File: src/rtl/core/assert_macros.svh
// Assertion helper macros for the interpolation block
`ifndef ASSERT_MACROS_SVH
`define ASSERT_MACROS_SVH
`ifndef ASSERT_OFF
`define ASSERT_IMPL(label, cond, msg) \
  label: assert property (@(posedge clk) disable iff (!rst_n) (cond)) else $error(msg);
`define ASSERT_NEXT(label, ante, cons, msg) \
  label: assert property (@(posedge clk) disable iff (!rst_n) (ante) |=> (cons)) else $error(msg);
`else
`define ASSERT_IMPL(label, cond, msg)
`define ASSERT_NEXT(label, ante, cons, msg)
`endif
`endif

File: src/rtl/core/qnl_pkg.sv
// ----------------------------------------------------------------------------
// qnl_pkg
// Shared widths and the control struct of the nlerp pipeline.
// ----------------------------------------------------------------------------
`default_nettype none
package qnl_pkg;
  localparam int CompBitsDef = 16;
  localparam int NumLanes = 4;
  localparam int MagBits = 30;
  localparam int SumBits = 62;
  localparam int RootBits = 31;

  typedef struct packed {
    logic equal;
    logic zero;
  } qnl_ctl_t;
endpackage
`default_nettype wire

File: src/rtl/core/qnl_sqrt.sv
// ----------------------------------------------------------------------------
// qnl_sqrt
// Pipelined integer square root, one result bit per stage.
// ----------------------------------------------------------------------------
`default_nettype none
module qnl_sqrt
  import qnl_pkg::*;
#(
  parameter int DW = SumBits,
  parameter int RW = RootBits,
  parameter int SW = 1
) (
  input  wire logic          clk,
  input  wire logic          en,
  input  wire logic [DW-1:0] s_in,
  input  wire logic [SW-1:0] side_in,
  output logic      [RW-1:0] root,
  output logic      [SW-1:0] side_out
);
  logic [DW-1:0] rem_r  [RW+1];
  logic [RW-1:0] res_r  [RW+1];
  logic [SW-1:0] side_r [RW+1];

  always_comb begin
    rem_r[0]  = s_in;
    res_r[0]  = '0;
    side_r[0] = side_in;
  end

  for (genvar k = 0; k < RW; k++) begin : g_stg
    localparam int B = RW - 1 - k;
    logic [DW+1:0] trial;
    logic [RW-1:0] cand;
    // (res + 2^B)^2 - res^2 = (2*res + 2^B) * 2^B
    always_comb begin
      cand  = res_r[k] | (RW'(1) << B);
      trial = {2'b00, rem_r[k]}
            - (((DW+2)'(res_r[k]) << (B + 1)) | ((DW+2)'(1) << (2 * B)));
    end
    logic [DW-1:0] rem_nxt_r;
    logic [RW-1:0] res_nxt_r;
    logic [SW-1:0] sd_r;
    always_ff @(posedge clk) begin
      if (en) begin
        sd_r <= side_r[k];
        if (!trial[DW+1]) begin
          rem_nxt_r <= trial[DW-1:0];
          res_nxt_r <= cand;
        end else begin
          rem_nxt_r <= rem_r[k];
          res_nxt_r <= res_r[k];
        end
      end
    end
    always_comb begin
      rem_r[k+1]  = rem_nxt_r;
      res_r[k+1]  = res_nxt_r;
      side_r[k+1] = sd_r;
    end
  end

  assign root     = res_r[RW];
  assign side_out = side_r[RW];
endmodule
`default_nettype wire

File: config.mk
export PLATFORM = sky130hd
export DESIGN_NAME = qnl_sqrt
export DESIGN_NICKNAME = d
export VERILOG_FILES = /design/src/rtl/core/assert_macros.svh /design/src/rtl/core/qnl_pkg.sv /design/src/rtl/core/qnl_sqrt.sv
export SDC_FILE = /design/constraint.sdc
export NUM_CORES = 2
export LEC_CHECK = 0
export ABC_AREA = 1
export ABC_CLOCK_PERIOD_IN_PS = 2130
export BUFFER_PORTS_ARGS = -buffer_cell sky130_fd_sc_hd__buf_4
export CAP_MARGIN = 20
export CORE_MARGIN = 4
export CORE_UTILIZATION = 35
export DETAILED_ROUTE_END_ITERATION = 10
export SLEW_MARGIN = 20
export SYNTH_ARGS = -nofsm -noshare
export SYNTH_HDL_FRONTEND = slang
export SYNTH_SLANG_ARGS = --single-unit
File: constraint.sdc
create_clock -name clk -period 2.13 [get_ports clk]
set_input_delay 0.1065 -clock clk [delete_from_list [all_inputs] [get_ports clk]]
set_output_delay 0.1065 -clock clk [all_outputs]
set_load 0.02 [all_outputs]
==> run metrics <==
status finished with violations; violated checks setup timing; Clock Sinks 2,387; Seq cells post-synth 2,387; Initial Util 0.3522; CTS tree done; synthesized area 130,300 µm²; clk_skew 43.04 ps; Overflow after GRT 0; Post-route DRC 0; maximum VDD drop 907.1 µV; Max FO, Critical Path 7; GPL Wtd Cong 1.019; crit path time final 2542 ps; Clock Path Buffers 4; Setup crit end kind flip-flop; Via-to-Cell Ratio 4.845; CTS clk-pin slew, worst paths 70 ps; initial antenna violation count 9; nets 19.88k; Mapped Cells 14.77k; Max-Cap Viols 0; clock buffer count from CTS 270; placed cell count 23.02k; global routing usage on met1 0.2927; RSZ-0062 raised after global routing true; fin cells 24.49k; fillcell total 32.71k; worst hold start s_in[61]; Worst Tran Pin Value 675.1 ps; grt met3 use 0.02560; WS Path Type flip-flop to flip-flop; Worst EP arrival 3260 ps; WP data required 2850 ps; latest clock arrival within the worst-skew pair 950 ps; leading post-synthesis cells by cell area edfxtp_1, nand2_1, inv_1; GRT met2 Usage 0.3968; DP Area 162,300 µm²; slew margin rel. 0.5500; FP Rows 223; hold depth 3; WL final 477,100 µm; Synth area leader edfxtp_1; Leakage Power 86.49 nW; Post-Syn Nets 15.33k; width of the die 618.1 µm; PD cells 935.8 nW/µm²; grt peak-use layer met2; WHS Endpoint g_stg[0].res_nxt_r[30]; via count 118.7k; post-route setup slack -411.5 ps; Max Transition Viols Final 0; first-pass GRT wire length 679,400 µm; Yosys cell types 49; DIE HEIGHT 618.1 µm; Synth top cells by count nand2_1, inv_1, edfxtp_1; GRT Overall Usage 0.2329; detailed-route wire length per cell 19.48 µm; post-synthesis average cell area 8.819 µm²; drt pass-1 iters 9; Syn-to-layout area delta 50.60%; R2R Setup Slk -410 ps; worst r2r src g_stg[24].rem_nxt_r[17]; Period Utilization, post-route 1.193; setup violators final 792; startpoint types flip-flop; post-route setup TNS -146,960 ps; sequential area share after synthesis 0.5501; Port-buffer cells 96; ys flop type edfxtp_1; largest net degree at the start of global routing 124; R2R depth 15; initial drt markers 9,213; Min-Delay Path Class input pin to flip-flop; share of layout cells above drive strength 1 0.3917; H-tree levels 5; final-report hold violation count 0; top-count cell post-synth nand2_1; Final Cell Area 196,200 µm²; Core ar. 370,000 µm²; number of global-route vias before repair 113.6k; asr flop ratio synth 0; EDFF count, synth 2,387; die area 382,100 µm²; fmax 0.3935 GHz; terminus of the critical flop-to-flop path g_stg[25].rem_nxt_r[21]; pre-CTS setup slack -787.6 ps; Synth top area share 0.5501; root buffer cell clkbuf_16; Ys Warns 0; IO Count 97; Antenna Violating Nets Remaining 0; hpwl dp 356,300 µm
[per-layer routing]
layer / up-vias / routed length, µm
li1: 57577 / -
met1: 56310 / 194400
met2: 3604 / 227000
met3: 1189 / 25150
met4: 4 / 30500
met5: - / 24
[worst max path at each step]
| stage | start | end | cells after the start |
|---|---|---|---|
| after global routing | g_stg[24].rem_nxt_r[17] | g_stg[25].rem_nxt_r[21] | 15 |
| after CTS | g_stg[25].rem_nxt_r[35] | g_stg[26].rem_nxt_r[11] | 14 |
| after floorplan | g_stg[21].rem_nxt_r[19] | g_stg[22].rem_nxt_r[56] | 12 |
| final | g_stg[24].rem_nxt_r[17] | g_stg[25].rem_nxt_r[21] | 15 |
| after global placement | g_stg[24].res_nxt_r[15] | g_stg[25].rem_nxt_r[21] | 13 |
| after detailed placement | g_stg[24].res_nxt_r[15] | g_stg[25].rem_nxt_r[21] | 13 |
[per-stage QoR]
| stage | util | power (W) | hold slack, ps |
|---|---|---|---|
| 3_3_place_gp | 0.4387 | 0.1193 | 285.0 |
| 6_report | 0.5304 | 0.1836 | 81.32 |
| 5_1_grt | 0.5304 | 0.1925 | 51.39 |
| 3_5_place_dp | 0.4387 | 0.1194 | 285.8 |
| 4_1_cts | 0.4987 | 0.1755 | 15.46 |
| 2_1_floorplan | - | 0.08765 | 205.4 |
[cell usage in the layout, fill, tap and decap left out, drive strengths merged, types with 11 or more instances in the layout]
cell / synthesis / final
edfxtp: 2387 / 2387
nand3b: 112 / 112
nand2: 4486 / 4487
a21boi: 20 / 20
clkinvlp: 0 / 21
nor3: 170 / 170
xnor2: 287 / 287
buf: 117 / 4241
xor2: 171 / 171
dlygate4sd3: 0 / 127
or2: 33 / 33
nor2: 1498 / 1498
bufinv: 0 / 28
o21bai: 55 / 55
nand4: 226 / 226
o21ai: 658 / 658
inv: 2477 / 2495
o21a: 11 / 11
clkinv: 0 / 113
a21o: 14 / 14
nor4: 40 / 40
nand3: 778 / 778
clkbuf: 8 / 336
a21oi: 690 / 690
ha: 494 / 494
[final cells by class]
| type | instances | area [µm²] | area share |
|---|---|---|---|
| Clock inverter | 178 | 2024 | 0.01032 |
| Timing Repair Buffer | 4399 | 36720 | 0.1871 |
| Multi-Input combinational cell | 9786 | 63200 | 0.3221 |
| Tap cell | 4950 | 6193 | 0.03156 |
| Inverter | 2477 | 9440 | 0.04811 |
| Clock buffer | 306 | 6913 | 0.03523 |
| Sequential cell | 2387 | 71680 | 0.3653 |
| Antenna cell | 9 | 22.52 | 0.0001148 |
| Timing Repair inverter | 2 | 32.53 | 0.0001658 |
[power breakdown]
| group | internal [W] | total (W) | switching (W) |
|---|---|---|---|
| clock | 0.0272 | 0.0477 | 0.0205 |
| sequential | 0.0592 | 0.0643 | 0.00506 |
| combinational | 0.0334 | 0.0717 | 0.0383 |
| total | 0.120 | 0.184 | 0.0639 |
[worst max-delay path: stages (launching register included)]
cell and delay [ps]:
edfxtp_1 490, ha_4 370, nand2_4 70, inv_2 70, nand2_2 60, nand2_2 80
nand2_2 80, nand2_2 80, nand2_2 70, nand3_4 100, nand2_4 70, nand2_4 100
clkinv_8 110, buf_12 150, buf_16 140, o21ai_4 280
[flip-flops by register name, summed over array words and instances (netlist names)]
name	cells
g_stg.res_nxt_r	465
side_out	1
root	31
g_stg.sd_r	30
g_stg.rem_nxt_r	1860
[kinds of logic (layout without fill, tap and decap cells)]
logic type | after synthesis | after routing | share of synthesized area
compound gates | 1471 | 1471 | 0.06090
buf+inv | 2602 | 7362 | 0.07834
xor+xnor | 458 | 458 | 0.03079
other cells | 0 | 9 | 0
fa+ha+maj | 494 | 494 | 0.04744
simple gates | 7362 | 7363 | 0.2324
flops | 2387 | 2387 | 0.5501
[what timing repair did]
action,4_1_cts,5_1_grt
hold buffers,127,0
setup endpoints to repair,886,921
pin swaps,388,678
hold endpoints to repair,965,0
buffers inserted,455,418
cloned,42,40
gates resized for setup,1702,2342
(Power assumes the default switching activity.)
