===== config.mk =====
export PLATFORM = sky130hd
export DESIGN_NAME = qnl_div
export DESIGN_NICKNAME = d
export VERILOG_FILES = /design/src/rtl/core/assert_macros.svh /design/src/rtl/core/qnl_pkg.sv /design/src/rtl/core/qnl_div.sv
export SDC_FILE = /design/constraint.sdc
export NUM_CORES = 2
export LEC_CHECK = 0
export BUFFER_PORTS_ARGS = -buffer_cell sky130_fd_sc_hd__buf_2
export CORE_MARGIN = 1.5
export CORE_UTILIZATION = 60
export CTS_BUF_LIST = sky130_fd_sc_hd__clkbuf_8
export DETAILED_ROUTE_END_ITERATION = 8
export PLACE_DENSITY = 0.78
export SYNTH_ARGS = -nofsm -noshare
export SYNTH_HDL_FRONTEND = slang
export SYNTH_SLANG_ARGS = --single-unit

===== constraint.sdc =====
create_clock -name clk -period 4 [get_ports clk]
set_input_delay 0.6 -clock clk [delete_from_list [all_inputs] [get_ports clk]]
set_output_delay 0.6 -clock clk [all_outputs]
set_load 0.02 [all_outputs]

===== src/rtl/core/assert_macros.svh =====
// Assertion helper macros for the interpolation block
`ifndef ASSERT_MACROS_SVH
`define ASSERT_MACROS_SVH
`ifndef ASSERT_OFF
`define ASSERT_IMPL(label, cond, msg) \
  label: assert property (@(posedge clk) disable iff (!rst_n) (cond)) else $error(msg);
`define ASSERT_NEXT(label, ante, cons, msg) \
  label: assert property (@(posedge clk) disable iff (!rst_n) (ante) |=> (cons)) else $error(msg);
`else
`define ASSERT_IMPL(label, cond, msg)
`define ASSERT_NEXT(label, ante, cons, msg)
`endif
`endif


===== src/rtl/core/qnl_pkg.sv =====
// ----------------------------------------------------------------------------
// qnl_pkg
// Shared widths and the control struct of the nlerp pipeline.
// ----------------------------------------------------------------------------
`default_nettype none
package qnl_pkg;
  localparam int CompBitsDef = 16;
  localparam int NumLanes = 4;
  localparam int MagBits = 30;
  localparam int SumBits = 62;
  localparam int RootBits = 31;

  typedef struct packed {
    logic equal;
    logic zero;
  } qnl_ctl_t;
endpackage
`default_nettype wire


===== src/rtl/core/qnl_div.sv =====
// ----------------------------------------------------------------------------
// qnl_div
// Pipelined restoring divider for one lane: quotient saturated and negated for a negative lane.
// ----------------------------------------------------------------------------
`default_nettype none
module qnl_div
  import qnl_pkg::*;
#(
  parameter int CW = CompBitsDef,
  parameter int NW = MagBits + CompBitsDef,
  parameter int DW = RootBits
) (
  input  wire logic          clk,
  input  wire logic          en,
  input  wire logic [NW-1:0] num,
  input  wire logic [DW-1:0] den,
  input  wire logic          neg,
  output logic      [CW-1:0] q_out
);
  localparam int QW = CW + 1;
  localparam logic [QW-1:0] One = QW'(1) << (CW - 1);
  logic [NW-1:0] rem_r [QW+1];
  logic [DW-1:0] den_r [QW+1];
  logic [QW-1:0] quo_r [QW+1];
  logic          neg_r [QW+1];

  always_comb begin
    rem_r[0] = num; den_r[0] = den; quo_r[0] = '0; neg_r[0] = neg;
  end

  // quotient is below 2^(CW+1) since m*ONE + n/2 < 2*ONE*n
  for (genvar k = 0; k < QW; k++) begin : g_stg
    localparam int B = QW - 1 - k;
    logic [NW+QW:0] sub;
    always_comb sub = {(QW+1)'(0), rem_r[k]} - ((NW+QW+1)'(den_r[k]) << B);
    logic [NW-1:0] r_r; logic [DW-1:0] d_r; logic [QW-1:0] q_r; logic n_r;
    always_ff @(posedge clk) begin
      if (en) begin
        d_r <= den_r[k];
        n_r <= neg_r[k];
        if (!sub[NW+QW]) begin
          r_r <= sub[NW-1:0];
          q_r <= quo_r[k] | (QW'(1) << B);
        end else begin
          r_r <= rem_r[k];
          q_r <= quo_r[k];
        end
      end
    end
    always_comb begin
      rem_r[k+1] = r_r; den_r[k+1] = d_r; quo_r[k+1] = q_r; neg_r[k+1] = n_r;
    end
  end

  logic [QW-1:0] qs;
  always_comb begin
    qs = quo_r[QW];
    if (neg_r[QW]) begin
      if (qs > One) qs = One;
      q_out = CW'(-qs);
    end else begin
      if (qs > One - 1) qs = One - 1;
      q_out = qs[CW-1:0];
    end
  end
endmodule
`default_nettype wire


==> metrics.md <==
| Metric | Value |
|---|---|
| Met3 wire length | 5.286 mm |
| Clock power share | approximately 18% |
| Core Util, Final | 67.63% |
| Core footprint | ~0.13 sq mm |
| Syn Area/Cell | roughly 11 sq um |
| Vias in the first global route | ~53000 |
| Clock Latency Late Sink | between 0.9 and 1 ns |
| ANT nets after route | 0 |
| Fin area | around 0.086 sq mm |
| Max incr delay on CP | 0.41 ns |
| CTS Buf Count | approximately 220 |
| Initial antenna violation count | 4 |
| Cell Pwr Density | roughly 680 mW/mm^2 |
| Register area share after synthesis | a little over half |
| Layout cells sized above 1 | a little over a tenth |
| Final number of setup-violating endpoints | 13 |
| Largest net degree at the start of global routing | approximately 130 |
| Initial DRC count | roughly 3000 |
| Cell mode on critical path | or3_4 |
| HPWL after DPL | 109.2 mm |
| Crit path max-delay cell type | edfxtp_1 |
| Grt total ovfl | 0 |
| PortBufs | 95 |
| Router iterations before antenna repair | 8 |
| RSZ-0062 raised after global routing | true |
| GPL Wtd Cong | 1.000 |
| Power share of the combinational group | ~42% |
| Number of flops mapped to enable cells by yosys | between 1000 and 1500 |
| Average wire per standard cell | roughly 16 um |
| Async SR Flop Fraction | 0% |
| Post-synthesis cell type count | 93 |
| CTS tree | yes |
| Crit path max-delay family | simple AND/OR/NAND/NOR gates |
| DP Area | between 0.08 and 0.09 sq mm |
| Htree depth | 4 |
| Crit Path Max Fanout | 9 |
| Row count | between 100 and 150 |
| Post-synth top area share | 54.69% |
| Vias | 52550 |
| Fillcell total | about 8900 |
| Most frequent cells in the layout | 1402 x edfxtp_1, 723 x inv_1, 578 x nand2_1 |
| DRC | 0 |
| WL final | ~150 mm |
| Synth Instances | 6865 |
| # IOs | 96 |
| Worst Hold Class | input pin to flip-flop |
| Final Slew Violations | 0 |
| Startpoint Class | flip-flop |
| Die Ht | ~360 um |
| Synthesized Nets | approximately 7500 |
| Global-route wire length before repair | about 240 mm |
| Most common flop cell mapped by yosys | edfxtp_1 |
| Fin crit period | about 4.5 ns |
| #FFs+latches synth | 1402 |
| Dominant cell type by area after synthesis | edfxtp_1 |
| Vias per cell | approximately 5.7 |
| CP Buf/Inv Count | 1 |
| Slew margin rel. | between 30% and 40% |
| GRT Util Overall | between 20 and 25% |
| Switching share of power | ~36% |
| Final worst slack | -0.5250 ns |
| Crit path cell chain | or3_4, or3_4, or3_4, o41ai_4, nor2b_4, nand2_2, ha_4, o21ai_1, nand3_1, o21ai_0, a21oi_1, buf_2 |
| Worst-case clock buffer depth | 3 |
| Sequential power share | around two fifths |
| Max Freq | about 220 MHz |
| Status | finished, violations left |
| Metal1 wirelength | roughly 55 mm |
| WP data required | between 3 and 4 ns |
| Critical path type | flip-flop to output port |
| Met2 Wirelength | 80.17 mm |
| Fin crit share | 113.1% |
| Synthesis Warnings | 0 |
| Worst slew pin tran | just under 1 ns |
| Nets | between 7000 and 8000 |
| Largest cells by area after synthesis | edfxtp_1 55%, ha_1 8.5%, a21oi_1 3.7% |
| Final clock skew | ~0.038 ns |
| Most common cell after layout, fill and taps aside | edfxtp_1 |
| Int Power | ~37000 uW |
| Failing checks | negative setup slack |
| Final Hold Viols | 0 |
| Die ar. | about 0.13 sq mm |
| LEAKAGE | 0.03538 uW |
| Area grow syn2layout | 11.89% |
| Clock slew at reported path FFs | approximately 0.06 ns |
| Max-cap violations | 0 |
| Worst setup EP type | output port |
| Clock sinks | approximately 1400 |
| Die W | 361.2 um |
| Starting density of the core | a little over 60% |
| Net switching power | ~21000 uW |
| CP arrival | roughly 4 ns |
| CTS root buffer | clkbuf_8 |
| Top Layer Used | met4 |
| Synthesized area | between 0.07 and 0.08 sq mm |
| Worst vdd ir | ~0.42 mV |
worst register-to-register path: cells and delay by family (launching register included):
family	cells	cell delay, ns
DFF	1	0.38
AOI/OAI and AO/OA	9	2.32
and+or+nand+nor	1	0.06
buffers and inverters	3	0.47
xor gates and xnor gates	1	0.05
adders and majority gates	2	0.41
logic make-up (layout without fill, tap and decap cells):
logic type | Yosys count | after routing | synth area share, %
adder cells (fa/ha/maj) | 542 | 542 | 8.966
buffers and inverters | 820 | 1446 | 4.065
multiplexers | 104 | 104 | 1.505
XOR/XNOR | 498 | 498 | 5.666
other | 0 | 6 | 0
AO/OA/AOI/OAI | 1882 | 1882 | 15.14
flip-flops | 1402 | 1402 | 54.69
AND/OR/NAND/NOR | 1617 | 1617 | 9.967
flip-flops by register name, summed over array words and instances, names as in the netlist:
signal and flops:
g_stg.r_r 736, g_stg.d_r 496, g_stg.q_r 153, g_stg.n_r 17
stage by stage:
| step | hold WS, ns | TNS [ns] | setup WS (ns) | power (uW) | cells |
|---|---|---|---|---|---|
| 6_report | 0.4033 | -5.118 | -0.5250 | 58310 | 9159 |
| 2_1_floorplan | 0.4003 | 0 | 0.02341 | 40940 | 6865 |
| 5_1_grt | 0.3399 | -7.694 | -0.7026 | 62320 | 9158 |
| 4_1_cts | 0.2902 | -6.243 | -0.6107 | 58130 | 9145 |
| 3_5_place_dp | 0.4045 | -0.6959 | -0.1162 | 47130 | 8663 |
| 3_3_place_gp | 0.4002 | -0.4358 | -0.08742 | 46260 | 8663 |
final cells by class:
| cell class | instances | area, sq um | area share [%] |
|---|---|---|---|
| timing repair buffer | 393 | 3374 | 3.918 |
| sequential | 1402 | 42100 | 48.88 |
| inverter | 658 | 2470 | 2.868 |
| antenna | 6 | 15.01 | 0.01743 |
| tap | 1662 | 2079 | 2.414 |
| clock buffer | 223 | 3069 | 3.563 |
| multi-input combinational | 4643 | 32180 | 37.37 |
| clock inverter | 172 | 837.1 | 0.9718 |
synth_stat cells, types with 25 or more instances:
master       n
xor2_1     219
nor3_1      94
o211ai_1    25
o21ai_1     35
nor2b_1     76
edfxtp_1  1402
mux2_2      73
a31oi_1     53
clkbuf_1   128
a21o_1     281
xnor2_1    279
nand2_1    580
a211oi_1    48
nand2b_1   108
o21ai_0    486
o31ai_1     46
a21oi_1    568
nand4_1     61
ha_1       526
and3_1      51
o21bai_1    57
nand3_1     90
or3_1       41
nor4_1      36
inv_1      652
nor2_1     365
o21a_1      62
worst paths after layout:
path / startpoint / endpoint / slack (ns) / cells after the start
worst min register to register: g_stg[4].r_r[4] / g_stg[5].r_r[4] / 0.41 / 0
worst min-delay path: den[26] / g_stg[0].d_r[26] / 0.40 / 2
worst max-delay path: g_stg[16].q_r[1] / q_out[8] / -0.53 / 12
worst max register to register: g_stg[10].r_r[5] / g_stg[11].r_r[39] / 0.06 / 16
power by group through the flow:
| stage | clock, uW | sequential (uW) | combinational [uW] |
|---|---|---|---|
| after global placement | 0 | 23100 | 23200 |
| after CTS | 11000 | 22900 | 24200 |
| after floorplan | 0 | 22500 | 18500 |
| after detailed placement | 0 | 23200 | 23900 |
| final | 10700 | 23000 | 24600 |
| after global routing | 11700 | 23300 | 27300 |
timing repair:
action                                  4_1_cts  5_1_grt
resized for setup                            34       53
hold buffers                                 79        0
endpoints found under the hold margin        85        0
setup buffers                                 8        8
pin swaps                                     6       11
endpoints found under the setup margin       23      163
routing by layer:
metal,track usage (%),vias up
met5,0,-
met4,12.34,0
met3,3.280,490
met2,44.05,1326
met1,22.23,24630
li1,-,26110
No activity file was read; power rests on OpenSTA's default activity.
